## src/rtl/rvdec_pkg.sv

```systemverilog
// Shared types, opcode and operation constants, and lookup functions for the instruction decoder.
package rvdec_pkg;

    // Major opcodes, bits 6 to 0 of the instruction word
    localparam logic [6:0] OPC_OP     = 7'b0110011;
    localparam logic [6:0] OPC_OPIMM  = 7'b0010011;
    localparam logic [6:0] OPC_LOAD   = 7'b0000011;
    localparam logic [6:0] OPC_JALR   = 7'b1100111;
    localparam logic [6:0] OPC_STORE  = 7'b0100011;
    localparam logic [6:0] OPC_BRANCH = 7'b1100011;
    localparam logic [6:0] OPC_LUI    = 7'b0110111;
    localparam logic [6:0] OPC_AUIPC  = 7'b0010111;
    localparam logic [6:0] OPC_JAL    = 7'b1101111;
    localparam logic [6:0] OPC_SYSTEM = 7'b1110011;

    localparam logic [31:0] WORD_ECALL  = 32'h0000_0073;
    localparam logic [31:0] WORD_EBREAK = 32'h0010_0073;

    // Format class, chosen by the opcode alone
    typedef enum logic [2:0] {
        FMT_R   = 3'd0,
        FMT_I   = 3'd1,
        FMT_S   = 3'd2,
        FMT_B   = 3'd3,
        FMT_U   = 3'd4,
        FMT_J   = 3'd5,
        FMT_SYS = 3'd6,
        FMT_UNK = 3'd7
    } t_fmt;

    // Dense operation codes
    localparam logic [5:0] OP_UNKNOWN = 6'd0;
    localparam logic [5:0] OP_ADD     = 6'd1;
    localparam logic [5:0] OP_SUB     = 6'd2;
    localparam logic [5:0] OP_SLL     = 6'd3;
    localparam logic [5:0] OP_SLT     = 6'd4;
    localparam logic [5:0] OP_SLTU    = 6'd5;
    localparam logic [5:0] OP_XOR     = 6'd6;
    localparam logic [5:0] OP_SRL     = 6'd7;
    localparam logic [5:0] OP_SRA     = 6'd8;
    localparam logic [5:0] OP_OR      = 6'd9;
    localparam logic [5:0] OP_AND     = 6'd10;
    localparam logic [5:0] OP_ADDI    = 6'd11;
    localparam logic [5:0] OP_SLLI    = 6'd12;
    localparam logic [5:0] OP_SLTI    = 6'd13;
    localparam logic [5:0] OP_SLTIU   = 6'd14;
    localparam logic [5:0] OP_XORI    = 6'd15;
    localparam logic [5:0] OP_SRLI    = 6'd16;
    localparam logic [5:0] OP_SRAI    = 6'd17;
    localparam logic [5:0] OP_ORI     = 6'd18;
    localparam logic [5:0] OP_ANDI    = 6'd19;
    localparam logic [5:0] OP_LB      = 6'd20;
    localparam logic [5:0] OP_LH      = 6'd21;
    localparam logic [5:0] OP_LW      = 6'd22;
    localparam logic [5:0] OP_LBU     = 6'd23;
    localparam logic [5:0] OP_LHU     = 6'd24;
    localparam logic [5:0] OP_SB      = 6'd25;
    localparam logic [5:0] OP_SH      = 6'd26;
    localparam logic [5:0] OP_SW      = 6'd27;
    localparam logic [5:0] OP_BEQ     = 6'd28;
    localparam logic [5:0] OP_BNE     = 6'd29;
    localparam logic [5:0] OP_BLT     = 6'd30;
    localparam logic [5:0] OP_BGE     = 6'd31;
    localparam logic [5:0] OP_BLTU    = 6'd32;
    localparam logic [5:0] OP_BGEU    = 6'd33;
    localparam logic [5:0] OP_JAL     = 6'd34;
    localparam logic [5:0] OP_JALR    = 6'd35;
    localparam logic [5:0] OP_LUI     = 6'd36;
    localparam logic [5:0] OP_AUIPC   = 6'd37;
    localparam logic [5:0] OP_ECALL   = 6'd38;
    localparam logic [5:0] OP_EBREAK  = 6'd39;
    localparam logic [5:0] OP_CSRRW   = 6'd40;
    localparam logic [5:0] OP_CSRRS   = 6'd41;
    localparam logic [5:0] OP_CSRRC   = 6'd42;
    localparam logic [5:0] OP_CSRRWI  = 6'd43;
    localparam logic [5:0] OP_CSRRSI  = 6'd44;
    localparam logic [5:0] OP_CSRRCI  = 6'd45;

    // Stage payloads
    typedef struct packed {
        logic [31:0] word;
        t_fmt        fmt;
    } t_stage1;

    typedef struct packed {
        logic [31:0] word;
        t_fmt        fmt;
        logic [5:0]  op;
        logic [31:0] imm;
    } t_stage2;

    function automatic logic [5:0] f_r_op(input logic [2:0] f3);
        logic [5:0] v;
        unique case (f3)
            3'd0:    v = OP_ADD;
            3'd1:    v = OP_SLL;
            3'd2:    v = OP_SLT;
            3'd3:    v = OP_SLTU;
            3'd4:    v = OP_XOR;
            3'd5:    v = OP_SRL;
            3'd6:    v = OP_OR;
            default: v = OP_AND;
        endcase
        return v;
    endfunction

    function automatic logic [5:0] f_i_op(input logic [2:0] f3);
        logic [5:0] v;
        unique case (f3)
            3'd0:    v = OP_ADDI;
            3'd1:    v = OP_SLLI;
            3'd2:    v = OP_SLTI;
            3'd3:    v = OP_SLTIU;
            3'd4:    v = OP_XORI;
            3'd5:    v = OP_SRLI;
            3'd6:    v = OP_ORI;
            default: v = OP_ANDI;
        endcase
        return v;
    endfunction

    function automatic logic [5:0] f_load_op(input logic [2:0] f3);
        logic [5:0] v;
        unique case (f3)
            3'd0:    v = OP_LB;
            3'd1:    v = OP_LH;
            3'd2:    v = OP_LW;
            3'd4:    v = OP_LBU;
            3'd5:    v = OP_LHU;
            default: v = OP_UNKNOWN;
        endcase
        return v;
    endfunction

    function automatic logic [5:0] f_store_op(input logic [2:0] f3);
        logic [5:0] v;
        unique case (f3)
            3'd0:    v = OP_SB;
            3'd1:    v = OP_SH;
            3'd2:    v = OP_SW;
            default: v = OP_UNKNOWN;
        endcase
        return v;
    endfunction

    function automatic logic [5:0] f_branch_op(input logic [2:0] f3);
        logic [5:0] v;
        unique case (f3)
            3'd0:    v = OP_BEQ;
            3'd1:    v = OP_BNE;
            3'd4:    v = OP_BLT;
            3'd5:    v = OP_BGE;
            3'd6:    v = OP_BLTU;
            3'd7:    v = OP_BGEU;
            default: v = OP_UNKNOWN;
        endcase
        return v;
    endfunction

    function automatic logic [5:0] f_csr_op(input logic [2:0] f3);
        logic [5:0] v;
        unique case (f3)
            3'd1:    v = OP_CSRRW;
            3'd2:    v = OP_CSRRS;
            3'd3:    v = OP_CSRRC;
            3'd5:    v = OP_CSRRWI;
            3'd6:    v = OP_CSRRSI;
            3'd7:    v = OP_CSRRCI;
            default: v = OP_UNKNOWN;
        endcase
        return v;
    endfunction

endpackage

```

## src/rtl/rvdec_class.sv

```systemverilog
// First pipeline stage: capture the instruction word and classify its opcode.
module rvdec_class
    import rvdec_pkg::*;
(
    input  logic        i_clk,
    input  logic        i_rst_n,
    input  logic        i_valid,
    input  logic [31:0] i_word,
    input  logic        i_hold,
    output logic        o_stall,
    output logic        o_valid,
    output t_stage1     o_stage
);

    logic    r_valid;
    t_stage1 r_stage;
    logic    n_valid;
    t_stage1 n_stage;
    logic    w_en;

    // The stage takes a new beat when empty or when its beat moves on
    assign w_en    = !r_valid || !i_hold;
    assign o_stall = r_valid && i_hold;

    always_comb begin
        n_valid      = i_valid;
        n_stage.word = i_word;
        unique case (i_word[6:0])
            OPC_OP:     n_stage.fmt = FMT_R;
            OPC_OPIMM,
            OPC_LOAD,
            OPC_JALR:   n_stage.fmt = FMT_I;
            OPC_STORE:  n_stage.fmt = FMT_S;
            OPC_BRANCH: n_stage.fmt = FMT_B;
            OPC_LUI,
            OPC_AUIPC:  n_stage.fmt = FMT_U;
            OPC_JAL:    n_stage.fmt = FMT_J;
            OPC_SYSTEM: n_stage.fmt = FMT_SYS;
            default:    n_stage.fmt = FMT_UNK;
        endcase
    end

    always_ff @(posedge i_clk) begin
        if (!i_rst_n) begin
            r_valid <= 1'b0;
        end else if (w_en) begin
            r_valid <= n_valid;
        end
    end

    always_ff @(posedge i_clk) begin
        if (w_en) begin
            r_stage <= n_stage;
        end
    end

    assign o_valid = r_valid;
    assign o_stage = r_stage;

endmodule

```

## src/rtl/rvdec_fields.sv

```systemverilog
// Second pipeline stage: build the immediate and the dense operation code.
module rvdec_fields
    import rvdec_pkg::*;
(
    input  logic        i_clk,
    input  logic        i_rst_n,
    input  logic        i_valid,
    input  t_stage1     i_stage,
    input  logic        i_hold,
    output logic        o_stall,
    output logic        o_valid,
    output t_stage2     o_stage
);

    logic        r_valid;
    t_stage2     r_stage;
    t_stage2     n_stage;
    logic        w_en;
    logic [31:0] w;
    logic [2:0]  w_f3;
    logic        w_f7_nz;

    assign w_en    = !r_valid || !i_hold;
    assign o_stall = r_valid && i_hold;

    assign w       = i_stage.word;
    assign w_f3    = w[14:12];
    assign w_f7_nz = (w[31:25] != 7'd0);

    always_comb begin
        n_stage.word = w;
        n_stage.fmt  = i_stage.fmt;

        unique case (i_stage.fmt)
            FMT_I:   n_stage.imm = {{20{w[31]}}, w[31:20]};
            FMT_S:   n_stage.imm = {{20{w[31]}}, w[31:25], w[11:7]};
            FMT_B:   n_stage.imm = {{19{w[31]}}, w[31], w[7], w[30:25], w[11:8], 1'b0};
            FMT_U:   n_stage.imm = {w[31:12], 12'd0};
            FMT_J:   n_stage.imm = {{11{w[31]}}, w[31], w[19:12], w[20], w[30:21], 1'b0};
            default: n_stage.imm = 32'd0;
        endcase

        unique case (w[6:0])
            OPC_OP: begin
                if (w_f3 == 3'd0 && w_f7_nz) begin
                    n_stage.op = OP_SUB;
                end else if (w_f3 == 3'd5 && w_f7_nz) begin
                    n_stage.op = OP_SRA;
                end else begin
                    n_stage.op = f_r_op(w_f3);
                end
            end
            OPC_OPIMM: begin
                if (w_f3 == 3'd5 && w_f7_nz) begin
                    n_stage.op = OP_SRAI;
                end else begin
                    n_stage.op = f_i_op(w_f3);
                end
            end
            OPC_LOAD:   n_stage.op = f_load_op(w_f3);
            OPC_STORE:  n_stage.op = f_store_op(w_f3);
            OPC_BRANCH: n_stage.op = f_branch_op(w_f3);
            OPC_JAL:    n_stage.op = OP_JAL;
            OPC_JALR:   n_stage.op = OP_JALR;
            OPC_LUI:    n_stage.op = OP_LUI;
            OPC_AUIPC:  n_stage.op = OP_AUIPC;
            OPC_SYSTEM: begin
                if (w == WORD_ECALL) begin
                    n_stage.op = OP_ECALL;
                end else if (w == WORD_EBREAK) begin
                    n_stage.op = OP_EBREAK;
                end else begin
                    n_stage.op = f_csr_op(w_f3);
                end
            end
            default:    n_stage.op = OP_UNKNOWN;
        endcase
    end

    always_ff @(posedge i_clk) begin
        if (!i_rst_n) begin
            r_valid <= 1'b0;
        end else if (w_en) begin
            r_valid <= i_valid;
        end
    end

    always_ff @(posedge i_clk) begin
        if (w_en) begin
            r_stage <= n_stage;
        end
    end

    assign o_valid = r_valid;
    assign o_stage = r_stage;

endmodule

```

## src/rtl/rv32i_instruction_decoder.sv

```systemverilog
// Top level of the three-stage RV32I instruction decoder.
//
// Decodes one 32-bit RV32I instruction word per beat into its format class,
// register and function fields, sign-extended immediate, CSR number and a
// dense operation code. The block keeps no architectural state. It takes one
// beat every cycle as long as the output side is not stalled, and each
// accepted beat passes in turn through the three register stages: word
// capture with opcode classification, immediate and operation decode, and
// the output register. Each stage holds its own valid bit; a stage refills
// in the same cycle that its beat moves on, so a stall on the output side
// only stops the stages that are full and o_stall rises only when all three
// hold a beat. Both channels use a valid/stall handshake: a beat moves at a
// rising edge where valid is high and stall is low. Reset is synchronous
// and active low and empties the pipeline.
module rv32i_instruction_decoder
    import rvdec_pkg::*;
(
    input  logic               i_clk,
    input  logic               i_rst_n,
    input  logic               i_valid,
    output logic               o_stall,
    input  logic [31:0]        i_instruction_word,
    output logic               o_valid,
    input  logic               i_stall,
    output logic [5:0]         o_operation,
    output logic [2:0]         o_format_class,
    output logic [4:0]         o_dest_reg,
    output logic [4:0]         o_src1_reg,
    output logic [4:0]         o_src2_reg,
    output logic [2:0]         o_func3_field,
    output logic [6:0]         o_func7_field,
    output logic signed [31:0] o_immediate,
    output logic [11:0]        o_csr_address
);

    logic    s1_valid;
    t_stage1 s1_stage;
    logic    s1_hold;
    logic    s2_valid;
    t_stage2 s2_stage;
    logic    s2_hold;

    logic    r_valid;
    t_stage2 r_out;
    logic    w_en;

    // Stage one: capture the word and classify the opcode
    rvdec_class u_class (
        .i_clk   (i_clk),
        .i_rst_n (i_rst_n),
        .i_valid (i_valid),
        .i_word  (i_instruction_word),
        .i_hold  (s1_hold),
        .o_stall (o_stall),
        .o_valid (s1_valid),
        .o_stage (s1_stage)
    );

    // Stage two: immediate and operation code
    rvdec_fields u_fields (
        .i_clk   (i_clk),
        .i_rst_n (i_rst_n),
        .i_valid (s1_valid),
        .i_stage (s1_stage),
        .i_hold  (s2_hold),
        .o_stall (s1_hold),
        .o_valid (s2_valid),
        .o_stage (s2_stage)
    );

    // Stage three: output register; hold the beat while the sink stalls
    assign w_en    = !r_valid || !i_stall;
    assign s2_hold = r_valid && i_stall;

    always_ff @(posedge i_clk) begin
        if (!i_rst_n) begin
            r_valid <= 1'b0;
        end else if (w_en) begin
            r_valid <= s2_valid;
        end
    end

    always_ff @(posedge i_clk) begin
        if (w_en) begin
            r_out <= s2_stage;
        end
    end

    // Fixed fields come straight from the held word
    assign o_valid        = r_valid;
    assign o_operation    = r_out.op;
    assign o_format_class = r_out.fmt;
    assign o_dest_reg     = r_out.word[11:7];
    assign o_src1_reg     = r_out.word[19:15];
    assign o_src2_reg     = r_out.word[24:20];
    assign o_func3_field  = r_out.word[14:12];
    assign o_func7_field  = r_out.word[31:25];
    assign o_immediate    = $signed(r_out.imm);
    assign o_csr_address  = r_out.word[31:20];

    // Reset empties the output stage
    a_reset_empty: assert property (@(posedge i_clk)
        !i_rst_n |=> !o_valid)
        else $error("output valid after reset");

    // An unknown opcode never yields a known operation
    a_unknown_op: assert property (@(posedge i_clk) disable iff (!i_rst_n)
        (o_valid && o_format_class == FMT_UNK) |-> (o_operation == OP_UNKNOWN))
        else $error("known operation for unknown opcode");

    // Classes without an immediate give zero
    a_imm_zero: assert property (@(posedge i_clk) disable iff (!i_rst_n)
        (o_valid && (o_format_class == FMT_R || o_format_class == FMT_SYS ||
                     o_format_class == FMT_UNK)) |-> (o_immediate == 32'sd0))
        else $error("nonzero immediate for a class without one");

    // Register-register operations only come from the R class
    a_r_ops: assert property (@(posedge i_clk) disable iff (!i_rst_n)
        (o_valid && o_operation >= OP_ADD && o_operation <= OP_AND)
            |-> (o_format_class == FMT_R))
        else $error("register operation outside the R class");

    // Full pipeline under an output stall pushes back on the source
    a_backpressure: assert property (@(posedge i_clk) disable iff (!i_rst_n)
        (o_stall) |-> (o_valid && i_stall))
        else $error("input stalled while output stage can move");

endmodule
```

## config.mk

```make
export PLATFORM = sky130hd
export DESIGN_NAME = rv32i_instruction_decoder
export DESIGN_NICKNAME = d
export VERILOG_FILES = /design/src/rtl/rvdec_pkg.sv /design/src/rtl/rvdec_class.sv /design/src/rtl/rvdec_fields.sv /design/src/rtl/rv32i_instruction_decoder.sv
export SDC_FILE = /design/constraint.sdc
export NUM_CORES = 1
export LEC_CHECK = 0
export BUFFER_PORTS_ARGS = -buffer_cell sky130_fd_sc_hd__buf_2
export CORE_ASPECT_RATIO = 0.9
export CORE_MARGIN = 10
export CORE_UTILIZATION = 50
export CTS_BUF_LIST = sky130_fd_sc_hd__clkbuf_16
export CTS_CLUSTER_DIAMETER = 150
export CTS_CLUSTER_SIZE = 24
export DETAILED_ROUTE_END_ITERATION = 6
export GPL_TIMING_DRIVEN = 0
export PLACE_DENSITY_LB_ADDON = 0.1
export SYNTH_ARGS = -nofsm -noshare
export SYNTH_HDL_FRONTEND = slang
export SYNTH_SLANG_ARGS = --single-unit
```

## constraint.sdc

```tcl
create_clock -name i_clk -period 2.6 [get_ports i_clk]
set_input_delay 0.39 -clock i_clk [delete_from_list [all_inputs] [get_ports i_clk]]
set_output_delay 0.39 -clock i_clk [all_outputs]
set_load 0.01 [all_outputs]
```

==> flow_summary.yaml, run 1 <==
floorplan:
  rows: 38
  fp.dieArea_sq_mm: 0.0176
  initial_utilization_pct: 51.8
  core_area_sq_mm: 0.0122
  die_y_um: 127
  io_pins: 116
  die_w_um: 139
clocking:
  clock_path_buffers: 2
  clkLatencyLatePin_ns: 0.42
  cts_buffers: 17
  clkSinkCount: 170
  h-tree-depth: 4
  cts_root_buf: "clkbuf_16"
  post_cts_resized: 0
  clk_pin_slew_worst_paths_ns: 0.06
  cts_setup_buffers: 0
  cts_hold_buf: 0
  cts_tree: "done"
detailed_routing:
  dr.pass1.iters: 5
  via_count: 3529
  ant_nets: 0
  wirelength_um: 12400
  wl_met2_um: 5920
  drt_iter0_drc: 267
  top_layer: "met4"
  wl_met1_um: 5410
  avgViaCountPerCell: 5.26
  wire_per_inst_um: 18.4
  drc: 0
  wl_met3_um: 828
global_route:
  grt_usage_pct: 14.1
  antenna_found_initial: 0
  grt_max_degree: 67
  grt_overflow: 0
  grt_pass1_wl_um: 19300
  grt_pass1_vias: 3598
sta:
  fin_crit_ns: 2.40
  worst_slew_pin_slew_ns: 1.13
  rsz0062_at_grt: "false"
  fmax_ghz: 0.416
  finalHoldWorstSlack_ns: 0.140
  hold_viol_final: 0
  slew_viol_final: 0
  slew-limit-headroom_pct: 24.5
  min_period_over_period_pct: 92.4
  finClkSkew_ns: 0.00775
  setup_violations: 0
  fin_setup_tns_ns: 0
critical_path:
  cp-end-kind: "output pin"
  critical_path_class: "flop to output pin"
  crit_path_max_fanout: 36
  worst-endpoint-arrival_ns: 2.01
  cp_data_required_time_ns: 2.21
  critPathLaunchType: "flop"
synth:
  synth_ff_type: "edfxtp_1"
  ys_types: 55
  async_flop_share_pct: 0
  synthTopCellsByArea: "edfxtp_1 79%, a21o_1 2.4%, buf_4 1.4%"
  synthCells: 363
  syn_area_sq_mm: 0.00632
  syn_avg_cell_area_sq_um: 17.4
  synth_edf_count: 167
  synth_warnings: 0
  syn_nets: 399
  ys_ff_latch: 170
  synth.yosys.seq_area_share_pct: 80.2
  yosysTopAreaCell: "edfxtp_1"
  synth_top_area_share_pct: 79.3
power_and_ir_drop:
  total_leakage_power_nw: 3.33
  ir_drop_uv: 469
  power_density_mw_per_mm2: 792
place:
  dp_hpwl_um: 8360
  place_congestion: 0.852
  port_buffers: 115
outcome:
  outcome: "finished, final reports clean"
final_layout:
  layout-drive-gt1-share_pct: 34.2
  largest_register_ffs: 66
  fill_cells: 901
  regArea_sq_mm: 0.00507
  n_antenna_cell: 0
  fin_nets: 534
  area_growth_pct: 22.7
  multiInputGateArea_sq_mm: 0.00104
job:
  maxCapViolCount: 0
worst_hold_path:
  min_path_type: "primary input to flop"
[worst paths after layout]
kind	slack [ns]	from	end	cells past startpoint
setup / recovery	0.20	o_valid	o_stall	4
hold / removal	0.14	i_instruction_word[9]	u_class.o_stage[12]	1
hold reg to reg	0.41	u_fields.o_stage[55]	o_func3_field[2]	0
setup reg to reg	0.37	u_class.o_stage[29]	u_fields.o_stage[32]	5
[cell usage after synthesis, types with 2 or more instances]
cell,number
a311oi_1,2
o21a_1,4
dfxtp_1,3
a21o_1,20
edfxtp_1,167
buf_4,12
a22o_1,4
o211ai_1,2
nand2_1,18
xor2_1,2
clkbuf_1,6
or4_4,2
nand2b_1,2
clkbuf_8,2
buf_2,2
a31oi_1,2
nand3_1,3
nor3_1,4
a21oi_1,11
nor2_1,13
mux2_2,2
nor4_1,5
nand4_1,2
a211oi_1,2
nand3b_1,3
inv_1,9
nor2b_1,7
o221ai_1,3
buf_6,3
o22ai_1,2
or3_1,3
a22oi_1,2
and2_1,7
o21ai_0,9
o31ai_1,3
[critical path: stages, from the launching register on]
cell and delay [ns]:
dfxtp_1 0.40, and3_1 0.26, nand2_2 0.55, inv_1 0.22, buf_2 0.16
[where the power goes]
group | leakage, nW | internal [mW] | total (mW) | switching, mW
combinational | 1.14 | 0.124 | 0.276 | 0.152
clock | 0.313 | 1.69 | 2.67 | 0.986
sequential | 1.88 | 3.14 | 3.20 | 0.0611
total | 3.33 | 4.95 | 6.15 | 1.20
[metal layers]
layer / up-vias / GRT usage (%)
met1: 1712 / 17.7
li1: 1673 / -
met5: - / 0
met2: 125 / 21.9
met4: 0 / 6.69
met3: 19 / 4.74
[final cells by class]
class | count | area share (%)
buffer | 25 | 2.37
inverter | 9 | 0.435
multi-input combinational | 159 | 13.4
sequential | 170 | 65.4
timing repair buffer | 116 | 7.67
tap | 160 | 2.58
clock buffer | 17 | 5.48
clock inverter | 15 | 2.63
[cell usage in the layout, fill, tap and decap left out, types with 9 or more instances in the layout]
cell type	count
a21o_1	20
buf_2	117
buf_4	12
o21ai_0	9
nand2_1	16
inv_1	10
clkbuf_16	17
nor2_1	13
a21oi_1	11
edfxtp_1	167
[stage by stage]
stage                     util [%]  instances  total power [mW]  setup WS, ns  cell area [sq um]
final                         63.5        671              6.15         0.197               7760
after global routing          63.5        671              6.36        0.0366               7760
after CTS                     63.5        671              6.20         0.140               7760
after detailed placement      58.4        639              3.53         0.363               7130
after global placement        58.1        638              3.53        -0.356               7100
after floorplan                  -        363              3.38         0.340               6320
[kinds of logic after synthesis]
family	share of synthesized area, %
flops	80.2
xor+xnor	0.277
simple gates	7.26
fa+ha+maj	0.158
compound gates	8.27
buf+inv	3.44
mux	0.356
Power figures use the tool's default switching activity.
==> run 2, diff against run 1 <==
--- a/config.mk
+++ b/config.mk
@@ -5,9 +5,9 @@
 export SDC_FILE = /design/constraint.sdc
 export NUM_CORES = 1
 export LEC_CHECK = 0
+export ABC_AREA = 1
 export BUFFER_PORTS_ARGS = -buffer_cell sky130_fd_sc_hd__buf_2
 export CORE_ASPECT_RATIO = 0.9
-export CORE_MARGIN = 10
 export CORE_UTILIZATION = 50
 export CTS_BUF_LIST = sky130_fd_sc_hd__clkbuf_16
 export CTS_CLUSTER_DIAMETER = 150
@@ -15,6 +15,7 @@
 export DETAILED_ROUTE_END_ITERATION = 6
 export GPL_TIMING_DRIVEN = 0
 export PLACE_DENSITY_LB_ADDON = 0.1
+export SLEW_MARGIN = 20
 export SYNTH_ARGS = -nofsm -noshare
 export SYNTH_HDL_FRONTEND = slang
 export SYNTH_SLANG_ARGS = --single-unit
==> flow_summary.yaml, run 2 <==
floorplan:
  fp.dieArea_sq_mm: 0.0132
  io_pins: 116
  rows: 38
  die_y_um: 109
  initial_utilization_pct: 52.0
  die_w_um: 121
  core_area_sq_mm: 0.0123
job:
  maxCapViolCount: 0
detailed_routing:
  avgViaCountPerCell: 4.93
  wirelength_um: 12200
  dr.pass1.iters: 5
  drt_iter0_drc: 273
  wire_per_inst_um: 15.6
  drc: 0
  via_count: 3864
  ant_nets: 0
critical_path:
  path_delay_family: "simple AND/OR/NAND/NOR gates"
  cpMaxStageDelayCell: "dfxtp_4"
  worst_path_most_repeated_cell: "nor2_4"
  path_cells: "nand2_8 -> nor2_4 -> clkinvlp_4 -> nor2_4 -> buf_2"
  crit_path_max_fanout: 68
  cpPeakStageDelay_ns: 0.37
  critical_path_class: "flop to output pin"
  cp_data_required_time_ns: 2.21
  critPathLaunchType: "flop"
  crit_buf_inv: 2
  cp-end-kind: "output pin"
  worst-endpoint-arrival_ns: 1.82
synth:
  ys_types: 22
  syn_area_sq_mm: 0.00638
  synth_top_area_share_pct: 78.6
  synth_ff_type: "edfxtp_1"
  synth_most_common_cell: "edfxtp_1"
  synth_edf_count: 167
  yosysTopAreaCell: "edfxtp_1"
  synth.yosys.seq_area_share_pct: 79.5
  async_flop_share_pct: 0
  ys_ff_latch: 170
  synthTopCellsByCount: "167 x edfxtp_1, 98 x nand2_1, 62 x nor2_1"
  synthTopCellsByArea: "edfxtp_1 79%, nand2_1 5.8%, nor2_1 3.6%"
  syn_avg_cell_area_sq_um: 13.5
  synth_warnings: 0
  syn_nets: 508
  synthCells: 472
sta:
  fin_crit_ns: 2.21
  min_period_over_period_pct: 85.0
  worst_slew_pin_slew_ns: 0.558
  fin_setup_tns_ns: 0
  rsz0062_at_grt: "false"
  finClkSkew_ns: 0.00634
  slew-limit-headroom_pct: 62.8
  setup_violations: 0
  hold_viol_final: 0
  fmax_ghz: 0.453
  slew_viol_final: 0
outcome:
  outcome: "finished, final reports clean"
clocking:
  h-tree-depth: 4
  clk_pin_slew_worst_paths_ns: 0.06
  cts_buffers: 17
  cts_tree: "done"
  clkLatencyLatePin_ns: 0.42
  clkSinkCount: 170
  cts_root_buf: "clkbuf_16"
  clock_path_buffers: 2
  cts_hold_buf: 0
final_layout:
  regArea_sq_mm: 0.00508
  largest_register_ffs: 66
  n_antenna_cell: 0
  fin_util_pct: 64.1
  fin_nets: 646
  final_cell_mix: "167 x edfxtp_1, 115 x buf_2, 97 x nand2_1"
  area_growth_pct: 23.2
  layout-drive-gt1-share_pct: 28.3
  multiInputGateArea_sq_mm: 0.00103
  final_common_cell: "edfxtp_1"
  fill_cells: 926
power_and_ir_drop:
  power_density_mw_per_mm2: 773
  total_leakage_power_nw: 3.54
  ir_drop_uv: 465
global_route:
  grt_usage_pct: 19.8
  grt_pass1_vias: 3585
  antenna_found_initial: 0
  grt_pass1_wl_um: 18600
  grt_max_degree: 69
  grt_overflow: 0
place:
  place_congestion: 0.794
  dp_hpwl_um: 8210
  port_buffers: 115
worst_hold_path:
  min_path_type: "primary input to flop"
[run 2: cell count changes after synthesis, moves of 4 or more]
cell     previous run  this run
o21a_1              4         0
nand3_1             3        25
nor2b_1             7         0
o21ai_0             9        20
nor2_1             13        62
nor4_1              5         0
and2_1              7         1
a21o_1             20         0
inv_1               9        46
nand2_1            18        98
[run 2: layout make-up]
| cell class | count | area share [%] |
|---|---|---|
| Buffer | 18 | 1.58 |
| Sequential cell | 170 | 64.6 |
| Inverter | 50 | 2.50 |
| Tap cell | 160 | 2.55 |
| Clock inverter | 15 | 2.21 |
| Multi-Input combinational cell | 234 | 13.0 |
| Clock buffer | 17 | 5.41 |
| Timing Repair inverter | 1 | 0.0955 |
| Timing Repair Buffer | 118 | 8.02 |
[run 2: path summary, 6_finish.rpt]
check	startpoint	endpoint	slack, ns	depth (start not counted)
setup / recovery	o_valid	o_stall	0.39	5
hold reg to reg	u_fields.o_stage[65]	o_csr_address[4]	0.42	0
hold / removal	i_instruction_word[24]	u_class.o_stage[27]	0.14	1
setup reg to reg	o_valid	u_class.o_stage[30]	0.51	5
[run 2: through the flow]
step | hold slack (ns) | setup slack, ns | area [sq um] | power, mW | instances
6_report | 0.141 | 0.391 | 7860 | 6.08 | 783
5_1_grt | 0.119 | 0.237 | 7860 | 6.27 | 783
4_1_cts | 0.125 | 0.309 | 7860 | 6.12 | 783
3_5_place_dp | 0.405 | -0.478 | 7250 | 3.59 | 749
3_3_place_gp | 0.401 | -1.43 | 7200 | 3.58 | 747
2_1_floorplan | 0.400 | -0.435 | 6420 | 3.43 | 472
[run 2: power breakdown]
part / switching [mW] / internal (mW) / leakage, nW
Combinational: 0.182 / 0.121 / 1.37
Clock: 1.04 / 1.51 / 0.289
Sequential: 0.0606 / 3.16 / 1.88
[run 2: logic make-up after synthesis]
family          Yosys count  share of synthesized area (%)
compound gates           34                           2.80
buf+inv                  68                           4.90
flops                   170                           79.5
simple gates            200                           12.8
[run 2: metal layers]
metal / track usage (%) / vias up / wire [um] / part of all wire [%]
met3: 5.13 / 11 / 714 / 5.9
li1: - / 1898 / - / -
met2: 31.2 / 143 / 5770 / 47
met1: 26.2 / 1812 / 5530 / 45
met4: 8.38 / 0 / 168 / 1.4
met5: 0 / - / 0 / 0
[run 2: what timing repair did]
action                     CTS  global route
setup buffers                1             0
setup endpoints to repair   36             0
gates resized for setup      1             0
